File: config.mk
export PLATFORM = sky130hd
export DESIGN_NAME = cassette_fsk_record_decoder
export DESIGN_NICKNAME = d
export VERILOG_FILES = /design/src/sv/cfsk_pkg.sv /design/src/sv/cfsk_step.sv /design/src/sv/cassette_fsk_record_decoder.sv
export SDC_FILE = /design/constraint.sdc
export NUM_CORES = 1
export LEC_CHECK = 0
export ABC_AREA = 1
export ABC_CLOCK_PERIOD_IN_PS = 6040
export BUFFER_PORTS_ARGS = -buffer_cell sky130_fd_sc_hd__buf_2
export CAP_MARGIN = 20
export CORE_MARGIN = 5
export CORE_UTILIZATION = 40
export DETAILED_ROUTE_END_ITERATION = 16
export GPL_TIMING_DRIVEN = 0
export PLACE_DENSITY = 0.54
export REMOVE_ABC_BUFFERS = 1
export SETUP_SLACK_MARGIN = 0.05
export SLEW_MARGIN = 20
export SYNTH_ARGS = -nofsm -noshare
export SYNTH_HDL_FRONTEND = slang
export SYNTH_SLANG_ARGS = --single-unit
File: constraint.sdc
create_clock -name clk -period 6.04 [get_ports clk]
set_clock_uncertainty 0.1 [all_clocks]
set_input_delay 0.302 -clock clk [delete_from_list [all_inputs] [get_ports clk]]
set_output_delay 0.302 -clock clk [all_outputs]
set_load 0.1 [all_outputs]
File: src/sv/cfsk_pkg.sv
// cfsk_pkg: shared types and constants for the cassette fsk record decoder
// no dependencies; used by cfsk_step and cassette_fsk_record_decoder
`timescale 1ns / 1ps

package cfsk_pkg;

  typedef enum logic [1:0] {
    OP_WRITE = 2'd0,
    OP_START = 2'd1,
    OP_STOP  = 2'd2
  } cfsk_op_t;

  typedef enum logic [0:0] {
    REG_CYCLE_THRESHOLD = 1'b0,
    REG_IDLE_TIMEOUT    = 1'b1
  } cfsk_reg_t;

  localparam logic [7:0]  PORT_ID        = 8'hFF;
  localparam int          LINE_BIT       = 0;
  localparam int          THR_W          = 16;
  localparam int          IDLE_W         = 24;
  localparam logic [15:0] THRESHOLD_RST  = 16'd2600;
  localparam logic [23:0] IDLE_RST       = 24'd100000;
  localparam logic [3:0]  BITS_PER_BYTE  = 4'd8;

  // control state of the decoder, time stamp kept separately
  typedef struct packed {
    logic       recording;
    logic       prev_line;
    logic       armed;
    logic [1:0] cycle_count;
    logic [7:0] shift_byte;
    logic [2:0] bit_count;
  } cfsk_ctl_t;

  typedef struct packed {
    logic       valid;
    logic [7:0] data_byte;
    logic       padded;
  } cfsk_res_t;

endpackage

File: src/sv/cfsk_step.sv
// cfsk_step: combinational next-state and result logic for one transaction
// depends on cfsk_pkg
`timescale 1ns / 1ps

module cfsk_step import cfsk_pkg::*; #(
  parameter int TIME_BITS = 32
) (
  input  logic [1:0]           opcode,
  input  logic [7:0]           port_number,
  input  logic [7:0]           port_value,
  input  logic [31:0]          time_stamp,
  input  logic [THR_W-1:0]     cycle_threshold,
  input  logic [IDLE_W-1:0]    idle_timeout,
  input  cfsk_ctl_t            ctl_i,
  input  logic [TIME_BITS-1:0] last_i,
  output cfsk_ctl_t            ctl_o,
  output logic [TIME_BITS-1:0] last_o,
  output cfsk_res_t            res
);

  logic [63:0]          stamp_ext;
  logic [TIME_BITS-1:0] now;
  logic [TIME_BITS-1:0] interval;
  logic [TIME_BITS-1:0] thr_ext;
  logic [TIME_BITS-1:0] idle_ext;
  logic                 line;
  logic [3:0]           bit_sum;
  logic [7:0]           shifted;
  logic [3:0]           pad_amt;
  logic                 push_req;
  logic                 push_val;
  logic                 flush;

  assign stamp_ext = {32'd0, time_stamp};
  assign now       = stamp_ext[TIME_BITS-1:0];
  assign interval  = now - last_i;
  assign thr_ext   = {{(TIME_BITS-THR_W){1'b0}}, cycle_threshold};
  assign idle_ext  = {{(TIME_BITS-IDLE_W){1'b0}}, idle_timeout};
  assign line      = port_value[LINE_BIT];
  assign bit_sum   = {1'b0, ctl_i.bit_count} + 4'd1;

  always_comb begin
    ctl_o    = ctl_i;
    last_o   = last_i;
    res      = '0;
    push_req = 1'b0;
    push_val = 1'b0;
    flush    = 1'b0;
    pad_amt  = '0;

    unique case (opcode)
      OP_WRITE: begin
        if (port_number == PORT_ID) begin
          if (ctl_i.recording && line && !ctl_i.prev_line) begin
            last_o = now;
            if (!ctl_i.armed) begin
              // first cycle only arms
              ctl_o.armed       = 1'b1;
              ctl_o.cycle_count = 2'd1;
            end else if (interval > idle_ext) begin
              ctl_o.cycle_count = 2'd1;
            end else if (interval > thr_ext) begin
              // long cycle: lone pending cycle is a zero
              push_req          = (ctl_i.cycle_count == 2'd1);
              ctl_o.cycle_count = 2'd1;
            end else if (ctl_i.cycle_count == 2'd1) begin
              // second short cycle is a one
              push_req          = 1'b1;
              push_val          = 1'b1;
              ctl_o.cycle_count = 2'd0;
            end else begin
              ctl_o.cycle_count = ctl_i.cycle_count + 2'd1;
            end
          end
          ctl_o.prev_line = line;
        end
      end
      OP_START: begin
        ctl_o.recording   = 1'b1;
        ctl_o.armed       = 1'b0;
        ctl_o.cycle_count = 2'd0;
        ctl_o.shift_byte  = '0;
        ctl_o.bit_count   = '0;
        last_o            = '0;
      end
      OP_STOP: begin
        if (ctl_i.recording) begin
          push_req = (ctl_i.cycle_count == 2'd1);
          flush    = 1'b1;
        end
        ctl_o.recording = 1'b0;
      end
      default: ;
    endcase

    shifted = {ctl_i.shift_byte[6:0], push_val};

    // shift in one bit, msb first
    if (push_req) begin
      if (bit_sum == BITS_PER_BYTE) begin
        res.valid        = 1'b1;
        res.data_byte    = shifted;
        res.padded       = 1'b0;
        ctl_o.shift_byte = '0;
        ctl_o.bit_count  = '0;
      end else begin
        ctl_o.shift_byte = shifted;
        ctl_o.bit_count  = bit_sum[2:0];
      end
    end

    // partial byte at stop, zero padded on the right
    if (flush) begin
      pad_amt = BITS_PER_BYTE - {1'b0, ctl_o.bit_count};
      if (!res.valid && ctl_o.bit_count != 3'd0) begin
        res.valid     = 1'b1;
        res.data_byte = ctl_o.shift_byte << pad_amt;
        res.padded    = 1'b1;
      end
      ctl_o.shift_byte = '0;
      ctl_o.bit_count  = '0;
    end
  end

endmodule

File: src/sv/cassette_fsk_record_decoder.sv
// cassette_fsk_record_decoder: top level, input register, decoder state, result register
// depends on cfsk_pkg and cfsk_step
`timescale 1ns / 1ps

// channel   direction  handshake            payload
// in        input      in_valid / in_stall  in_opcode, in_port_number, in_port_value,
//                                           in_time_stamp
// out       output     out_valid/out_stall  out_data_byte, out_padded
// cfg       input      cfg_we               cfg_index, cfg_wdata
//
// one transaction per cycle sustained unless out_stall holds a result; out_valid rises once
// a result has passed the input register, then the decode logic into the result register
// rst_n is synchronous: clears recording state and reloads register defaults
// out_stall only holds the input register when it carries a result;
// transactions that give no result still move on

module cassette_fsk_record_decoder import cfsk_pkg::*; #(
  parameter int TIME_BITS = 32
) (
  input  logic                clk,
  input  logic                rst_n,
  input  logic                in_valid,
  output logic                in_stall,
  input  logic [1:0]          in_opcode,
  input  logic [7:0]          in_port_number,
  input  logic [7:0]          in_port_value,
  input  logic [31:0]         in_time_stamp,
  output logic                out_valid,
  input  logic                out_stall,
  output logic [7:0]          out_data_byte,
  output logic                out_padded,
  input  logic                cfg_we,
  input  logic [0:0]          cfg_index,
  input  logic [IDLE_W-1:0]   cfg_wdata
);

  // configuration registers
  logic [THR_W-1:0]     cycle_threshold_r;
  logic [IDLE_W-1:0]    idle_timeout_r;

  // input register
  logic                 s1_valid_r, s1_valid_nxt;
  logic [1:0]           s1_opcode_r;
  logic [7:0]           s1_port_number_r;
  logic [7:0]           s1_port_value_r;
  logic [31:0]          s1_time_stamp_r;

  // decoder state
  cfsk_ctl_t            ctl_r, ctl_nxt;
  logic [TIME_BITS-1:0] last_r, last_nxt;

  // result register
  logic                 out_valid_r, out_valid_nxt;
  logic [7:0]           out_data_byte_r;
  logic                 out_padded_r;

  cfsk_res_t            res;
  logic                 in_accept;
  logic                 out_blocked;
  logic                 s1_adv;

  // config writes land directly; the user must issue them only while idle, the block does not enforce this
  always_ff @(posedge clk) begin
    if (!rst_n) begin
      cycle_threshold_r <= THRESHOLD_RST;
      idle_timeout_r    <= IDLE_RST;
    end else if (cfg_we) begin
      unique case (cfsk_reg_t'(cfg_index))
        REG_CYCLE_THRESHOLD: cycle_threshold_r <= cfg_wdata[THR_W-1:0];
        REG_IDLE_TIMEOUT:    idle_timeout_r    <= cfg_wdata;
        default: ;
      endcase
    end
  end

  cfsk_step #(
    .TIME_BITS(TIME_BITS)
  ) u_step (
    .opcode          (s1_opcode_r),
    .port_number     (s1_port_number_r),
    .port_value      (s1_port_value_r),
    .time_stamp      (s1_time_stamp_r),
    .cycle_threshold (cycle_threshold_r),
    .idle_timeout    (idle_timeout_r),
    .ctl_i           (ctl_r),
    .last_i          (last_r),
    .ctl_o           (ctl_nxt),
    .last_o          (last_nxt),
    .res             (res)
  );

  // the held transaction only waits when it has a result and the result slot is taken
  assign out_blocked = out_valid_r && out_stall;
  assign s1_adv      = s1_valid_r && (!res.valid || !out_blocked);
  assign in_stall    = s1_valid_r && !s1_adv;
  assign in_accept   = in_valid && !in_stall;

  always_comb begin
    s1_valid_nxt = s1_valid_r;
    if (in_accept) begin
      s1_valid_nxt = 1'b1;
    end else if (s1_adv) begin
      s1_valid_nxt = 1'b0;
    end
  end

  always_comb begin
    out_valid_nxt = out_valid_r;
    if (s1_adv && res.valid) begin
      out_valid_nxt = 1'b1;
    end else if (!out_stall) begin
      out_valid_nxt = 1'b0;
    end
  end

  always_ff @(posedge clk) begin
    if (!rst_n) begin
      s1_valid_r  <= 1'b0;
      out_valid_r <= 1'b0;
      ctl_r       <= '0;
      last_r      <= '0;
    end else begin
      s1_valid_r  <= s1_valid_nxt;
      out_valid_r <= out_valid_nxt;
      if (s1_adv) begin
        ctl_r  <= ctl_nxt;
        last_r <= last_nxt;
      end
    end
  end

  // payload registers
  always_ff @(posedge clk) begin
    if (in_accept) begin
      s1_opcode_r      <= in_opcode;
      s1_port_number_r <= in_port_number;
      s1_port_value_r  <= in_port_value;
      s1_time_stamp_r  <= in_time_stamp;
    end
    if (s1_adv && res.valid) begin
      out_data_byte_r <= res.data_byte;
      out_padded_r    <= res.padded;
    end
  end

  assign out_valid     = out_valid_r;
  assign out_data_byte = out_data_byte_r;
  assign out_padded    = out_padded_r;

`ifndef SYNTHESIS
  // nothing is held in the shift register outside recording
  a_idle_clear: assert property (@(posedge clk) disable iff (!rst_n)
    !ctl_r.recording |-> (ctl_r.bit_count == 3'd0 && ctl_r.shift_byte == 8'd0))
    else $error("partial byte left over while not recording");

  // a pair of short cycles always folds back to zero
  a_cycle_count: assert property (@(posedge clk) disable iff (!rst_n)
    ctl_r.cycle_count != 2'd3)
    else $error("cycle count reached an unreachable value");

  // a padded byte has at least one zero fill bit at the bottom
  a_pad_lsb: assert property (@(posedge clk) disable iff (!rst_n)
    (out_valid && out_padded) |-> !out_data_byte[0])
    else $error("padded byte without zero fill");

  // backpressure only comes from a held transaction
  a_stall_src: assert property (@(posedge clk) disable iff (!rst_n)
    in_stall |-> (s1_valid_r && res.valid && out_blocked))
    else $error("input stalled without a blocked result");
`endif

endmodule
## Word level (Yosys, flattened, before mapping)

Index checks and enable logic that the tools add are counted.

| word-level totals | value |
|---|---|
| flip-flop bits (word level) | 142 |
| bits of input ports | 80 |
| output and inout port bits | 11 |

| cells by class | value |
|---|---|
| add/sub/neg operators | 4 |
| order comparisons | 2 |
| equality and inequality tests | 8 |
| shifts and indexed selects | 1 |
| muxes and demuxes | 39 |
| bitwise operators | 1 |
| reduce and logical (&&, ||, !) cells | 25 |

Operators by type and width:

| kind | number |
|---|---|
| 2-to-1 mux 32 bit | 2 |
| case mux 32 bit (2 select lines) | 1 |
| 2-to-1 mux 11 bit | 4 |
| 2-to-1 mux 10 bit | 4 |
| > comparator 32 x 16 -> 1 bit | 1 |
| > comparator 32 x 24 -> 1 bit | 1 |
| subtractor 32 bit | 1 |
| 2-to-1 mux 1 bit | 19 |
| == test 8 bit, second input constant | 1 |
| logical AND 1 bit | 8 |
| 2-to-1 mux 2 bit | 4 |
| << shifter 8 x 4 -> 8 bit | 1 |
| zero test 1 bit | 6 |
| 2-to-1 mux 3 bit | 2 |
| inequality test 2 x 1 -> 1 bit, second input constant | 3 |
| case mux 3 bit (2 select lines) | 1 |
| AND reduction 2 bit | 3 |
| nonzero test 2 bit | 3 |
| adder 3 x 1 -> 4 bit, second input constant | 1 |
| == test 2 x 1 -> 1 bit, second input constant | 2 |
| == test 4 bit, second input constant | 1 |
| case mux 1 bit (2 select lines) | 2 |
| AND reduction 4 bit | 1 |
| subtractor 4 x 3 -> 4 bit, first input constant | 1 |
| other kinds (7) | 7 |

## Longest topological paths before layout

| depth | value |
|---|---|
| depth after elaboration | 22 |
| gate-level depth with buffers | 40 |
| depth with buffers taken out | 39 |

## Cells and area by module

Synthesis repeated with hierarchy kept, for this count alone.

| second synthesis, totals | value |
|---|---|
| cell total of the unflattened synthesis | 1,535 |
| area total of the unflattened synthesis | 10,326.2 µm² |

By module, submodules not included:

| module | instances | cells each | area each (µm²) | seq. area each (µm²) |
|---|---|---|---|---|
| cassette_fsk_record_decoder | 1 | 563 | 5,378.9 | 3,573.4 |
| cfsk_step | 1 | 972 | 4,947.2 | 0.0 |

## Worst setup path after synthesis

No wires, ideal clock.

| timing | value |
|---|---|
| path kind | register to register |
| from | reg s1_time_stamp_r[0] |
| to | reg s1_opcode_r[0] (enable) |
| arrival | 5.930 ns |
| slack | -0.440 ns |
| cell stages (with the launch flop) | 34 |
| buffers on the path | 1 |
| clock period less this slack | 6.480 ns |
| path through | edfxtp_1 > inv_1 > ha_1 > inv_1 > fa_1 > nand3_1 > nand3_1 > nand2_1 > nand2_1 > nand2_1 > nand2_1 > nand2_1 > nand3_1 > nand2_1 > nand2_1 > ha_1 > nand2_1 > nor2_1 > nand3_1 > nor4_1 > nor2_1 > nor2_1 > nand3_4 > nand3b_1 > nand2_1 > buf_4 > ha_1 > ha_1 > o21ai_2 > nand2_2 > nor2_1 > inv_1 > nand2_1 > inv_1 |

| on the way | value |
|---|---|
| cells in the longest elaborated chain, start to end | 20 |
| elaborated cells between the ends (all ways) | 23 |
| those cells by class | 1 x add/sub; 2 x order compare; 10 x mux; 10 x reduce/logical |

RTL lines:

| item | RTL line | source |
|---|---|---|
| start, declared | cassette_fsk_record_decoder.sv:46 | `logic [31:0] s1_time_stamp_r;` |
| start signal, assigned | cassette_fsk_record_decoder.sv:138 | `s1_time_stamp_r <= in_time_stamp;` |
| subtractor 32 bit (*) | cfsk_step.sv:36 | `assign interval = now - last_i;` |
| > comparator 32 x 16 -> 1 bit | cfsk_step.sv:62 | `end else if (interval > thr_ext) begin` |
| 2-to-1 mux 1 bit | cfsk_step.sv:62 |  |
| 2-to-1 mux 1 bit (*) | cfsk_step.sv:60 | `end else if (interval > idle_ext) begin` |
| 2-to-1 mux 1 bit (*) | cfsk_step.sv:56 | `if (!ctl_i.armed) begin` |
| 2-to-1 mux 1 bit (*) | cfsk_step.sv:54 | `if (ctl_i.recording && line && !ctl_i.prev_line) begin` |
| 2-to-1 mux 1 bit (*) | cfsk_step.sv:53 | `if (port_number == PORT_ID) begin` |
| case mux 1 bit (2 select lines) (*) | cfsk_step.sv:51 | `unique case (opcode)` |
| (+6 left out) | - |  |
| logical OR 1 bit (*) | cassette_fsk_record_decoder.sv:94 | `assign s1_adv = s1_valid_r && (!res.valid \|\| !out_blocked);` |
| logical AND 1 bit (*) | cassette_fsk_record_decoder.sv:94 |  |
| zero test 1 bit (*) | cassette_fsk_record_decoder.sv:95 | `assign in_stall = s1_valid_r && !s1_adv;` |
| logical AND 1 bit (*) | cassette_fsk_record_decoder.sv:95 |  |
| via in_stall | cassette_fsk_record_decoder.sv:23 | `output logic in_stall,` |
| zero test 1 bit (*) | cassette_fsk_record_decoder.sv:96 | `assign in_accept = in_valid && !in_stall;` |
| logical AND 1 bit (*) | cassette_fsk_record_decoder.sv:96 |  |
| via in_accept | cassette_fsk_record_decoder.sv:58 | `logic in_accept;` |
| end signal, assigned | cassette_fsk_record_decoder.sv:135 | `s1_opcode_r <= in_opcode;` |
| end, declared | cassette_fsk_record_decoder.sv:43 | `logic [1:0] s1_opcode_r;` |

The timed path passes the listed nets; every way through them passes the cells marked *.
A chain may end at the register's enable or synchronous reset.

## Final worst setup path

| timing | value |
|---|---|
| from | reg s1_time_stamp_r[0] |
| to | out in_stall |

| on the way | value |
|---|---|
| cells in the longest elaborated chain, start to end | 18 |
| elaborated cells between the ends (all ways) | 21 |
| those cells by class | 1 x add/sub; 2 x order compare; 10 x mux; 8 x reduce/logical |

RTL lines:

| item | RTL line | source |
|---|---|---|
| subtractor 32 bit (*) | cfsk_step.sv:36 |  |
| > comparator 32 x 16 -> 1 bit | cfsk_step.sv:62 |  |
| 2-to-1 mux 1 bit | cfsk_step.sv:62 |  |
| 2-to-1 mux 1 bit (*) | cfsk_step.sv:60 |  |
| 2-to-1 mux 1 bit (*) | cfsk_step.sv:56 |  |
| 2-to-1 mux 1 bit (*) | cfsk_step.sv:54 |  |
| 2-to-1 mux 1 bit (*) | cfsk_step.sv:53 |  |
| case mux 1 bit (2 select lines) (*) | cfsk_step.sv:51 |  |
| (+2 left out) | - |  |
| logical AND 1 bit | cfsk_step.sv:115 | `if (!res.valid && ctl_o.bit_count != 3'd0) begin` |
| 2-to-1 mux 10 bit | cfsk_step.sv:115 |  |
| 2-to-1 mux 10 bit (*) | cfsk_step.sv:113 | `if (flush) begin` |
| zero test 1 bit (*) | cassette_fsk_record_decoder.sv:94 |  |
| logical OR 1 bit (*) | cassette_fsk_record_decoder.sv:94 |  |
| logical AND 1 bit (*) | cassette_fsk_record_decoder.sv:94 |  |
| zero test 1 bit (*) | cassette_fsk_record_decoder.sv:95 |  |
| logical AND 1 bit (*) | cassette_fsk_record_decoder.sv:95 |  |
| end, declared | cassette_fsk_record_decoder.sv:23 |  |

Mark *: on every way between the ends. The rest lies on a longest branch, timed or not.

==> results_dict.tcl <==
set metrics [dict create \
    run_status "finished, final reports clean" \
    antenna_found_initial 0 \
    power_density_nw_per_um2 244 \
    remaining_drc_errors 0 \
    io_pins 91 \
    placed_area_um2 10300 \
    yosysWarnings 0 \
    arrival_ns 5.19 \
    cpMostUsedCell "nand2_1" \
    fmax_ghz 0.179 \
    slew_viol_final 0 \
    crit_fanout 12 \
    initial_core_util 0.407 \
    die_h_um 165 \
    worst-setup-path-type "reg2out" \
    cp-end-kind "output port" \
    dpl.hpwl_um 17400 \
    grt_overflow 0 \
    slowest_stage "fa_1" \
    via_count 8595 \
    final.period_utilization 0.926 \
    drtAntennaViolNets 0 \
    crit_required_ns 5.64 \
    ctsLongestPathBuffers 2 \
    rsz0062_at_grt "no" \
    drive_above_1_share 0.110 \
    grt_pass1_vias 7840 \
    pre_cts_ws_ns -0.119 \
    period_minus_slack_ns 5.59 \
    holdCritStartpoint "cfg_wdata[15]" \
    hp-class "in2reg" \
    path_clk_slew_ns 0.06 \
    grt_start_max_net_pins 54 \
    yosys_most_used_dff "dfxtp_1" \
    cts_tree "built" \
    routed_via_density 4.60 \
    ys_ff_latch 142 \
    worst_pin_slew_ns 0.899 \
    timing.rr.start "s1_time_stamp_r[0]" \
    ys_async_sr_fraction 0 \
    max-cap-violations 0 \
    synth_edf_count 52 \
    fin_area_um2 11400 \
    io_buffers 83 \
    ys_seq_area_frac 0.351 \
    track_usage 0.177 \
    slew_headroom 0.401 \
    p_leak_nw 5.59 \
    cp-start-kind "register" \
    die_w_um 165 \
    finalCoreUtilization 0.485 \
    synthTopCellsByArea "dfxtp_1 (19%), nand2_1 (17%), edfxtp_1 (16%)" \
    setup_viol 0 \
    yosysTopAreaCellShare 0.188 \
    clk_latency_ns 0.42 \
    yosysTopAreaCell "dfxtp_1" \
    wl_per_cell_um 12.4 \
    cts_buffers 17 \
    rows 56 \
    place_congestion 0.870 \
    avgSynthCellArea_um2 6.79 \
    diodes 0 \
    dieArea_um2 27200 \
    critPathMaxStageDelay_ns 0.45 \
    finalWirelength_um 23200 \
    hold_violations 0 \
    first_pass_iters 5 \
    root_buffer "clkbuf_16" \
    syn_to_final_growth_pct 19.0 \
    final_nets 1694 \
    fin_hold_ws_ns 0.0148 \
    grt_pass1_wl_um 38900 \
    synth_area_um2 9590 \
    first_iter_violations 442 \
    cts_num_sinks 142 \
    core_um2 23500 \
    fin_ws_ns 0.449 \
    netlist_instances 1413 \
    ctsHtreeMaxLevel 4 \
    crit_start "s1_time_stamp_r[0]" \
    ir_drop_uv 169 \
    netlist-cell-type-count 38 \
    power_w 0.00279 \
]
## critical path, delay by kind of cell, from the launching register on
kind	cells	cell delay (ns)
flops	1	0.35
fa+ha+maj	5	1.36
compound gates	1	0.22
buf+inv	3	0.35
simple gates	25	2.44
## sequential cells by signal, summed over array words and instances, names as in the netlist, 2 cells and up
register	count
ctl_r	16
cycle_threshold_r	16
idle_timeout_r	24
last_r	32
out_data_byte	8
s1_opcode_r	2
s1_port_number_r	8
s1_time_stamp_r	32
## final timing paths
check / to / slack (ns) / cells past startpoint
max: in_stall / 0.45 / 34
min: idle_timeout_r[15] / 0.01 / 3
max reg2reg: s1_time_stamp_r[2] / 0.58 / 37
min reg2reg: last_r[20] / 0.36 / 2
## placed cells by master, fill, tap and decap left out, types with 4 or more instances in the layout
cell type,netlist,final
buf_2,1,82
dlygate4sd3_1,0,49
nand3b_1,9,9
nand2_2,13,14
ha_1,78,77
nand4_1,15,15
inv_2,7,9
dfxtp_1,90,90
inv_1,256,254
edfxtp_1,52,52
clkbuf_16,0,19
xor2_1,16,16
a21oi_1,107,107
clkinv_4,0,4
o211ai_1,11,11
nor3_1,8,8
buf_12,0,4
nand2_4,4,4
nor2_1,133,130
nor2_2,8,11
o21ai_0,49,49
nand2_1,423,421
and2_1,4,4
nand3_1,77,76
## per-stage QoR
step	TNS [ns]	std cells
3_3_place_gp	-27.90	1781
3_5_place_dp	-4.36	1784
5_1_grt	0	1867
2_1_floorplan	-23.70	1379
6_report	0	1867
4_1_cts	-0.175	1865
## kinds of logic (layout without fill, tap and decap cells)
group	Yosys count	after routing	share of synthesized area
simple gates	703	703	0.310
flops	142	142	0.351
fa+ha+maj	79	79	0.104
xor+xnor	16	16	0.0146
compound gates	176	176	0.0971
buf+inv	297	432	0.123
## what timing repair did
action | in CTS | in global routing
setup buffers | 0 | 2
setup endpoints to repair | 45 | 92
resized for setup | 3 | 11
pin swaps | 0 | 2
endpoints found under the hold margin | 50 | 0
hold buffers | 49 | 0
## layout make-up
type | instances | area (µm²)
Inverter | 263 | 987
Clock buffer | 22 | 497
Clock inverter | 10 | 75.1
Tap cell | 319 | 399
Fill cell | 2453 | 12100
Timing Repair Buffer | 137 | 996
Multi-Input combinational cell | 974 | 5100
Sequential cell | 142 | 3360
## Yosys cell counts, types with 4 or more instances
master,count
inv_2,7
nand4_1,15
nor2_1,133
clkbuf_1,21
nand3_1,77
nor2_2,8
o211ai_1,11
nand2_2,13
nor3_1,8
nand3b_1,9
and2_1,4
buf_6,8
dfxtp_1,90
a21oi_1,107
edfxtp_1,52
nand2_4,4
o21ai_0,49
xor2_1,16
nand2_1,423
ha_1,78
inv_1,256
## power by group
part | total (W) | internal, W | switching (W)
Clock | 0.00103 | 0.000590 | 0.000439
Sequential | 0.00107 | 0.00105 | 0.0000279
Combinational | 0.000685 | 0.000259 | 0.000426
Total | 0.00279 | 0.00190 | 0.000893
## metal layers
metal,part of all wire,track usage,vias to the layer above,routed length (µm)
met5,0,0,-,0
met4,0.0083,0.0363,0,193
met3,0.033,0.0289,19,774
met2,0.46,0.293,118,10700
met1,0.50,0.246,3778,11500
li1,-,-,4680,-
(Power assumes the default switching activity.)
